## src/hdl/jbt_pkg.sv

```systemverilog
// Shared types, token codes and byte classes for the JSON byte tokenizer.
`timescale 1ns / 1ps

package jbt_pkg;

    // Token kinds on the result channel
    localparam logic [3:0] KIND_SPACE  = 4'd0;
    localparam logic [3:0] KIND_LBRACE = 4'd1;
    localparam logic [3:0] KIND_RBRACE = 4'd2;
    localparam logic [3:0] KIND_LBRACK = 4'd3;
    localparam logic [3:0] KIND_RBRACK = 4'd4;
    localparam logic [3:0] KIND_COLON  = 4'd5;
    localparam logic [3:0] KIND_COMMA  = 4'd6;
    localparam logic [3:0] KIND_STRING = 4'd7;
    localparam logic [3:0] KIND_NUMBER = 4'd8;
    localparam logic [3:0] KIND_BOOL   = 4'd9;
    localparam logic [3:0] KIND_NULL   = 4'd10;
    localparam logic [3:0] KIND_ERROR  = 4'd11;

    // Scanner modes
    localparam logic [1:0] MODE_IDLE = 2'd0;
    localparam logic [1:0] MODE_STR  = 2'd1;
    localparam logic [1:0] MODE_NUM  = 2'd2;
    localparam logic [1:0] MODE_LIT  = 2'd3;

    // Characters of interest
    localparam logic [7:0] CH_QUOTE  = 8'h22;
    localparam logic [7:0] CH_BSLASH = 8'h5C;
    localparam logic [7:0] CH_ZERO   = 8'h30;
    localparam logic [7:0] CH_NINE   = 8'h39;
    localparam logic [7:0] CH_LBRACE = 8'h7B;
    localparam logic [7:0] CH_RBRACE = 8'h7D;
    localparam logic [7:0] CH_LBRACK = 8'h5B;
    localparam logic [7:0] CH_RBRACK = 8'h5D;
    localparam logic [7:0] CH_COLON  = 8'h3A;
    localparam logic [7:0] CH_COMMA  = 8'h2C;
    localparam logic [7:0] CH_T      = 8'h74;
    localparam logic [7:0] CH_F      = 8'h66;
    localparam logic [7:0] CH_N      = 8'h6E;
    localparam logic [7:0] CH_SPACE  = 8'h20;
    localparam logic [7:0] CH_TAB    = 8'h09;
    localparam logic [7:0] CH_CR     = 8'h0D;

    // Literal bytes still due after the leading byte
    localparam logic [2:0] LEFT_TRUE  = 3'd3;
    localparam logic [2:0] LEFT_FALSE = 3'd4;
    localparam logic [2:0] LEFT_NULL  = 3'd3;

    // One result item
    typedef struct packed {
        logic [7:0] data_byte;
        logic [3:0] token_kind;
        logic       token_start;
        logic       token_end;
        logic       is_content;
        logic       number_closed;
        logic       error_flag;
    } result_t;

    function automatic logic is_digit(input logic [7:0] b);
        is_digit = (b >= CH_ZERO) && (b <= CH_NINE);
    endfunction

    function automatic logic is_space(input logic [7:0] b);
        is_space = (b == CH_SPACE) || ((b >= CH_TAB) && (b <= CH_CR));
    endfunction

endpackage

```

## src/hdl/json_byte_tokenizer.sv

```systemverilog
// Byte-serial JSON tokenizer: per-byte token marking with a two-entry output buffer.
`timescale 1ns / 1ps

//  channel | direction | handshake          | payload
//  s_      | in        | s_valid / s_ready  | s_doc_byte[7:0], s_last_byte
//  m_      | out       | m_valid / m_ready  | m_data_byte, m_token_kind[3:0], m_token_start,
//          |           |                    | m_token_end, m_is_content, m_number_closed,
//          |           |                    | m_error_flag
//
//  One byte per cycle unless the output stalls; results are registered in the buffer.
//  The scanner state update is a single-cycle decode of the byte and the current mode.
//  aresetn is synchronous, active low; it returns the scanner to idle and empties the
//  output buffer. When m_ready is low, one more byte is taken into the skid entry,
//  then s_ready drops until the result side drains.

module json_byte_tokenizer (
    input  logic                  aclk,
    input  logic                  aresetn,
    input  logic                  s_valid,
    output logic                  s_ready,
    input  logic [7:0]            s_doc_byte,
    input  logic                  s_last_byte,
    output logic                  m_valid,
    input  logic                  m_ready,
    output logic [7:0]            m_data_byte,
    output logic [3:0]            m_token_kind,
    output logic                  m_token_start,
    output logic                  m_token_end,
    output logic                  m_is_content,
    output logic                  m_number_closed,
    output logic                  m_error_flag
);
    import jbt_pkg::*;

    logic [1:0] mode_reg, mode_next;
    logic [2:0] lit_left_reg, lit_left_next;
    logic       prev_bs_reg, prev_bs_next;
    logic       lit_null_reg, lit_null_next;

    jbt_pkg::result_t res;
    jbt_pkg::result_t main_reg, main_next;
    jbt_pkg::result_t skid_reg, skid_next;
    logic             main_valid_reg, main_valid_next;
    logic             skid_valid_reg, skid_valid_next;

    logic in_fire, out_fire;

    assign s_ready  = !skid_valid_reg;
    assign in_fire  = s_valid && s_ready;
    assign m_valid  = main_valid_reg;
    assign out_fire = main_valid_reg && m_ready;

    // Classify the incoming byte and work out the next scanner state
    always_comb begin
        logic [1:0] mode_eff;
        logic [2:0] left_dec;
        logic       done;
        mode_eff      = mode_reg;
        left_dec      = lit_left_reg;
        done          = 1'b0;
        mode_next     = mode_reg;
        lit_left_next = lit_left_reg;
        prev_bs_next  = prev_bs_reg;
        lit_null_next = lit_null_reg;
        res           = '0;
        res.data_byte = s_doc_byte;

        // Continue or close a digit run
        if (mode_reg == MODE_NUM) begin
            if (is_digit(s_doc_byte)) begin
                res.token_kind = KIND_NUMBER;
                res.is_content = 1'b1;
                res.token_end  = s_last_byte;
                done           = 1'b1;
            end else begin
                res.number_closed = 1'b1;
                mode_eff          = MODE_IDLE;
                mode_next         = MODE_IDLE;
            end
        end

        if (!done) begin
            if (mode_eff == MODE_STR) begin
                // Inside a string: honor one-byte escapes
                res.token_kind = KIND_STRING;
                if (prev_bs_reg) begin
                    res.is_content = 1'b1;
                    prev_bs_next   = 1'b0;
                end else if (s_doc_byte == CH_QUOTE) begin
                    res.token_end = 1'b1;
                    mode_next     = MODE_IDLE;
                end else begin
                    res.is_content = 1'b1;
                    prev_bs_next   = (s_doc_byte == CH_BSLASH);
                end
                if (mode_next == MODE_STR && s_last_byte) begin
                    res.token_end  = 1'b1;
                    res.error_flag = 1'b1;
                end
            end else if (mode_eff == MODE_LIT) begin
                // Count down the literal bytes without checking them
                res.token_kind = lit_null_reg ? KIND_NULL : KIND_BOOL;
                res.is_content = 1'b1;
                if (lit_left_reg != 3'd0) begin
                    left_dec = lit_left_reg - 3'd1;
                end
                lit_left_next = left_dec;
                if (left_dec == 3'd0) begin
                    res.token_end = 1'b1;
                    mode_next     = MODE_IDLE;
                end else if (s_last_byte) begin
                    res.token_end  = 1'b1;
                    res.error_flag = 1'b1;
                end
            end else if (is_space(s_doc_byte)) begin
                res.token_kind = KIND_SPACE;
            end else begin
                // Leading byte of a new token
                res.token_start = 1'b1;
                res.is_content  = 1'b1;
                res.token_end   = 1'b1;
                case (s_doc_byte)
                    CH_LBRACE: res.token_kind = KIND_LBRACE;
                    CH_RBRACE: res.token_kind = KIND_RBRACE;
                    CH_LBRACK: res.token_kind = KIND_LBRACK;
                    CH_RBRACK: res.token_kind = KIND_RBRACK;
                    CH_COLON:  res.token_kind = KIND_COLON;
                    CH_COMMA:  res.token_kind = KIND_COMMA;
                    CH_QUOTE: begin
                        res.token_kind = KIND_STRING;
                        res.is_content = 1'b0;
                        res.token_end  = 1'b0;
                        mode_next      = MODE_STR;
                        prev_bs_next   = 1'b0;
                    end
                    CH_T, CH_F, CH_N: begin
                        lit_null_next  = (s_doc_byte == CH_N);
                        res.token_kind = (s_doc_byte == CH_N) ? KIND_NULL : KIND_BOOL;
                        res.token_end  = 1'b0;
                        mode_next      = MODE_LIT;
                        lit_left_next  = (s_doc_byte == CH_T) ? LEFT_TRUE :
                                         (s_doc_byte == CH_F) ? LEFT_FALSE : LEFT_NULL;
                    end
                    default: begin
                        if (is_digit(s_doc_byte)) begin
                            res.token_kind = KIND_NUMBER;
                            res.token_end  = s_last_byte;
                            mode_next      = MODE_NUM;
                        end else begin
                            res.token_kind = KIND_ERROR;
                            res.is_content = 1'b0;
                            res.error_flag = 1'b1;
                        end
                    end
                endcase
                if (s_last_byte && (mode_next == MODE_STR || mode_next == MODE_LIT)) begin
                    res.token_end  = 1'b1;
                    res.error_flag = 1'b1;
                end
            end
        end

        // Final byte: start the next document from scratch
        if (s_last_byte) begin
            mode_next     = MODE_IDLE;
            lit_left_next = 3'd0;
            prev_bs_next  = 1'b0;
            lit_null_next = 1'b0;
        end
    end

    // Advance the scanner on each input transfer
    always_ff @(posedge aclk) begin
        if (!aresetn) begin
            mode_reg     <= MODE_IDLE;
            lit_left_reg <= 3'd0;
            prev_bs_reg  <= 1'b0;
            lit_null_reg <= 1'b0;
        end else if (in_fire) begin
            mode_reg     <= mode_next;
            lit_left_reg <= lit_left_next;
            prev_bs_reg  <= prev_bs_next;
            lit_null_reg <= lit_null_next;
        end
    end

    // Output register plus skid entry: refill from skid first, else from the new result
    always_comb begin
        main_next       = main_reg;
        skid_next       = skid_reg;
        main_valid_next = main_valid_reg;
        skid_valid_next = skid_valid_reg;
        if (out_fire || !main_valid_reg) begin
            main_valid_next = skid_valid_reg || in_fire;
            main_next       = skid_valid_reg ? skid_reg : res;
            skid_valid_next = 1'b0;
        end else if (in_fire) begin
            skid_next       = res;
            skid_valid_next = 1'b1;
        end
    end

    always_ff @(posedge aclk) begin
        if (!aresetn) begin
            main_valid_reg <= 1'b0;
            skid_valid_reg <= 1'b0;
        end else begin
            main_valid_reg <= main_valid_next;
            skid_valid_reg <= skid_valid_next;
        end
    end

    always_ff @(posedge aclk) begin
        main_reg <= main_next;
        skid_reg <= skid_next;
    end

    assign m_data_byte     = main_reg.data_byte;
    assign m_token_kind    = main_reg.token_kind;
    assign m_token_start   = main_reg.token_start;
    assign m_token_end     = main_reg.token_end;
    assign m_is_content    = main_reg.is_content;
    assign m_number_closed = main_reg.number_closed;
    assign m_error_flag    = main_reg.error_flag;

    // The skid entry only fills behind a held output register
    a_skid_behind_main: assert property (@(posedge aclk) disable iff (!aresetn)
        skid_valid_reg |-> main_valid_reg)
        else $error("skid entry valid with empty output register");

    // A final byte always leaves the scanner idle
    a_last_resets: assert property (@(posedge aclk) disable iff (!aresetn)
        (in_fire && s_last_byte) |=> (mode_reg == MODE_IDLE && lit_left_reg == 3'd0))
        else $error("scanner not idle after final byte");

    // Literal mode always has bytes left to take
    a_lit_count: assert property (@(posedge aclk) disable iff (!aresetn)
        (mode_reg == MODE_LIT) |-> (lit_left_reg != 3'd0))
        else $error("literal mode with zero bytes left");

    // Every error closes its token
    a_error_ends: assert property (@(posedge aclk) disable iff (!aresetn)
        (m_valid && m_error_flag) |-> m_token_end)
        else $error("error result without token end");

endmodule

```

## config.mk

```make
export PLATFORM = sky130hd
export DESIGN_NAME = json_byte_tokenizer
export DESIGN_NICKNAME = d
export VERILOG_FILES = /design/src/hdl/jbt_pkg.sv /design/src/hdl/json_byte_tokenizer.sv
export SDC_FILE = /design/constraint.sdc
export NUM_CORES = 1
export LEC_CHECK = 0
export BUFFER_PORTS_ARGS = -buffer_cell sky130_fd_sc_hd__buf_2
export CELL_PAD_IN_SITES_DETAIL_PLACEMENT = 0
export CELL_PAD_IN_SITES_GLOBAL_PLACEMENT = 1
export CORE_MARGIN = 2
export CORE_UTILIZATION = 45
export DETAILED_ROUTE_END_ITERATION = 10
export PLACE_DENSITY = 0.84
export REMOVE_ABC_BUFFERS = 1
export SYNTH_ARGS = -nofsm -noshare
export SYNTH_HDL_FRONTEND = slang
export SYNTH_SLANG_ARGS = --single-unit
```

## constraint.sdc

```tcl
create_clock -name aclk -period 3 [get_ports aclk]
set_clock_uncertainty 0.2 [all_clocks]
set_input_delay 0.45 -clock aclk [delete_from_list [all_inputs] [get_ports aclk]]
set_output_delay 0.45 -clock aclk [all_outputs]
set_load 0.02 [all_outputs]
```

Word level (Yosys, flattened, before mapping). Cells that the tools add are included.

$add $sub $neg: 1. Multiply operators: 0. Divide/modulo/power cells: 0. Magnitude comparators: 4. Eq/ne operators: 25. Shifts and indexed selects: 0. Multiplexer cells: 85. Bitwise logic cells: 2. Reduce and logical (&&, ||, !) cells: 27.

Operator list (number): equality test 8 x 7 -> 1 bit (second input constant) (8); two-way mux 2 bit (23); two-way mux 3 bit (14); two-way mux 1 bit (37); equality test 8 x 6 -> 1 bit (second input constant) (4); one-hot mux 4 bit (8 select lines) (1); two-way mux 4 bit (5); two-way mux 17 bit (1); AND reduction 5 bit (2); OR reduction 10 bit (1); != test 3 bit (second input constant) (3); nonzero test 3 bit (3); OR reduction 9 bit (1); >= comparator 8 x 4 -> 1 bit (second input constant) (1); >= comparator 8 x 6 -> 1 bit (second input constant) (1); less-or-equal comparator 8 x 4 -> 1 bit (second input constant) (1); less-or-equal comparator 8 x 6 -> 1 bit (second input constant) (1); != test 2 bit (second input constant) (4); two-way mux 7 bit (1); equality test 2 x 1 -> 1 bit (second input constant) (3); equality test 2 bit (second input constant) (3); logical AND 1 bit (6); one-hot mux 2 bit (3 select lines) (1); AND reduction 6 bit (1); 12 further kinds (18).

Flip-flop bits (word level): 43. Latch bits: 0. Memory bits (writable): 0. Bits in read-only memories: 0. Logic and storage cells: 164. Memories: 0.

Longest topological paths before layout.
Depth after elaboration: 19. Depth in mapped cells: 8.

Least setup slack after synthesis. No wires, ideal clock.

Path kind: input port to flip-flop. Start point: in s_doc_byte[1]. End point: reg main_reg (netlist bit m_token_kind[0]), data pin. Setup time: 0.260 ns. Data arrival time: 1.995 ns. Slack: 0.544 ns. Cell stages on the path: 7. Buffers on the path: 1. Cell sequence: buf_2 -> or2_4 -> o31ai_4 -> nand4b_4 -> a211o_1 -> a22o_1 -> mux2_4.

RTL lines: start, declared (RTL line json_byte_tokenizer.sv:21) `input logic [7:0] s_doc_byte,`; end signal, assigned (RTL line json_byte_tokenizer.sv:214) `main_reg <= main_next;`; end, declared (RTL line json_byte_tokenizer.sv:41) `jbt_pkg::result_t main_reg, main_next;`.

==> impl_metrics.toml <==
[routing]
drtIter0Drc = 164
drc = 0
routedWlPerCell_um = 16.9
ant_nets = 0
firstDrtPassIters = 4
vias = 2054
viasPerCell = 5.94
drt-total-wl_um = 5860

[clocking]
cts_root_buf = "clkbuf_8"
numCtsBuffers = 5
cts_hold_buf = 0
cts_setup_buffers = 0
clock_latency_ps = 290
cts_tree = "yes"
htreeDepth = 2
cts_resized = 0
clockBufferDepth = 2
path_clk_slew_ps = 80
clock-sinks = 43

[sta]
layout_setup_ws_ps = 581
hold_ws_ps = 248
setup_tns_ps = 0
rsz0062_at_grt = "false"
fin_crit_ps = 2420
finalSetupViolCount = 0
relSlewSlack_pct = 59.5
hold_viol_final = 0
fmax_mhz = 413
maxSlewViolCount = 0
fin_crit_sh_pct = 80.6
worstMarginPinSlew_ps = 607

[floorplanning]
dieHeight_um = 78.8
die_area_mm2 = 0.00621
coreArea_mm2 = 0.00547
fp.dieW_um = 78.8
ios = 32
start_util_pct = 46.0
row_count = 27

[final_layout]
n_antenna_cell = 0
areaGrowthSynthToFinish_pct = 15.1
largest_reg_flops = 17
layout.cells.non_filler = 346
nNetsFinal = 288
utilization_pct = 53.0
nFillCells = 506
drive_above_1_share_pct = 26.6

[worst_setup_path]
reg2reg_slack_ps = 600
crit_type = "input pin to flip-flop"
cp_max_fo = 16
arrival_ps = 2260
worst_setup_path_end_kind = "flip-flop"
cp.required_ps = 2840
critPathLaunchType = "input pin"

[placed_design]
gp_congestion = 0.846
place_inst = 338
place_ws_ps = 288
port_buffers = 31
dp_hpwl_um = 4100

[global_routing]
grt_usage_pct = 20.0
grt_max_degree = 21
antenna_found_initial = 0
grt_pass1_wl_um = 9800
grt.overflow.total = 0
top_usage_layer = "met2"
grtUsageMet1_pct = 28.3
met3_usage_pct = 3.30
met2_usage_pct = 31.7
grt_pass1_vias = 1973

[yosys]
ys_async_sr_fraction_pct = 0
synthesis.area_mm2 = 0.00252
ys_ff_latch = 43
ys.warnings.count = 0
synth_edf_count = 34
synthCells = 240
synth-seq-area-share_pct = 47.7
avgSynthCellArea_um2 = 10.5
synthDistinctLibCells = 68
ys.flop_type = "edfxtp_1"

[power_and_ir_drop]
pwr_density_cell_mw_per_mm2 = 476
p_leak_nw = 1.02
peakVddDrop_v = 0.000215

[run]
max-cap-violations = 0

[status]
run_status = "finished, final reports clean"

[worst_hold_path]
worstHoldPathType = "input pin to flip-flop"
[area by class of cell]
| class | count | area, um2 | area share [%] |
|---|---|---|---|
| clock buffers | 6 | 72.6 | 2.50 |
| inverters | 8 | 30.0 | 1.03 |
| well taps | 72 | 90.1 | 3.10 |
| flip-flops and latches | 43 | 1200 | 41.4 |
| clock inverters | 2 | 60.1 | 2.07 |
| repair buffers | 40 | 223 | 7.68 |
| multi-input cells | 175 | 1220 | 42.2 |
[power breakdown]
group / switching, W / internal (W) / total (W)
logic: 0.000112 / 0.0000626 / 0.000174
clock network: 0.000197 / 0.000333 / 0.000530
registers: 0.00000811 / 0.000668 / 0.000676
[cells by family (layout without fill, tap and decap cells)]
kind of cell	Yosys count	in the layout	synth area share, %
fa+ha+maj	2	2	0.993
buf+inv	22	56	3.72
compound gates	70	70	20.2
simple gates	87	87	20.3
mux	14	14	6.50
xor+xnor	2	2	0.695
flops	43	43	47.7
[critical path, cell delays in order]
cell     delay, ps
buf_2          200
or4b_1         600
or4_4          520
a21oi_2        160
o21ai_2         70
mux2_2         270
[stage by stage]
step	cell area [um2]	power [W]
after global placement	2770	0.000860
after global routing	2900	0.00143
final	2900	0.00138
after detailed placement	2770	0.000863
after CTS	2900	0.00139
after floorplan	2460	0.000792
[final timing paths]
kind                                     start                         to  depth (start not counted)
hold / removal                         aresetn   prev_bs_reg$_SDFFE_PN0P_                          2
setup reg to reg  lit_left_reg[0]$_SDFFE_PN0P_      m_token_end$_DFFE_PP_                          8
hold reg to reg      lit_null_reg$_SDFFE_PN0P_  lit_null_reg$_SDFFE_PN0P_                          2
setup / recovery                 s_doc_byte[4]     m_is_content$_DFFE_PP_                          6
[cell usage in the layout (no fill, tap or decap), drive strengths merged, types with 3 or more instances in the layout]
master,synthesis,layout
buf,7,40
nand4,4,4
a31oi,6,6
nor3,8,8
nand2,14,14
o211ai,6,6
nor2b,4,4
o21ai,16,16
edfxtp,34,34
mux2,13,13
nand3,8,8
a21oi,10,10
nand2b,5,5
o31ai,5,5
nor2,20,20
a21boi,3,3
nor4,3,3
clkbuf,7,6
o21a,3,3
a211o,4,4
or2,3,3
inv,6,6
dfxtp,9,9
nor4b,3,3
[cells in the mapped netlist, drive strengths merged (3+ instances only)]
cell	number	area share, %
inv	6	0.89
o21a	3	0.89
nor2b	4	0.99
o211ai	6	2.0
buf	7	1.5
o31ai	5	2.0
nand3	8	1.6
mux2	13	6.1
a21boi	3	0.89
edfxtp	34	41
a21oi	10	2.1
dfxtp	9	7.1
clkbuf	7	1.0
nor3	8	1.6
or2	3	0.84
a31oi	6	1.5
nor4	3	0.99
o21ai	16	3.3
nand4	4	0.99
a211o	4	1.4
nand2	14	2.2
nor4b	3	1.0
nor2	20	3.0
nand2b	5	1.2
[per-layer routing]
layer / routed length [um] / share of wire [%]
met3: 318 / 5.4
met1: 2660 / 45
met4: 78 / 1.3
met5: 0 / 0
met2: 2800 / 48
Note: power is estimated with default switching activity, not from simulation.
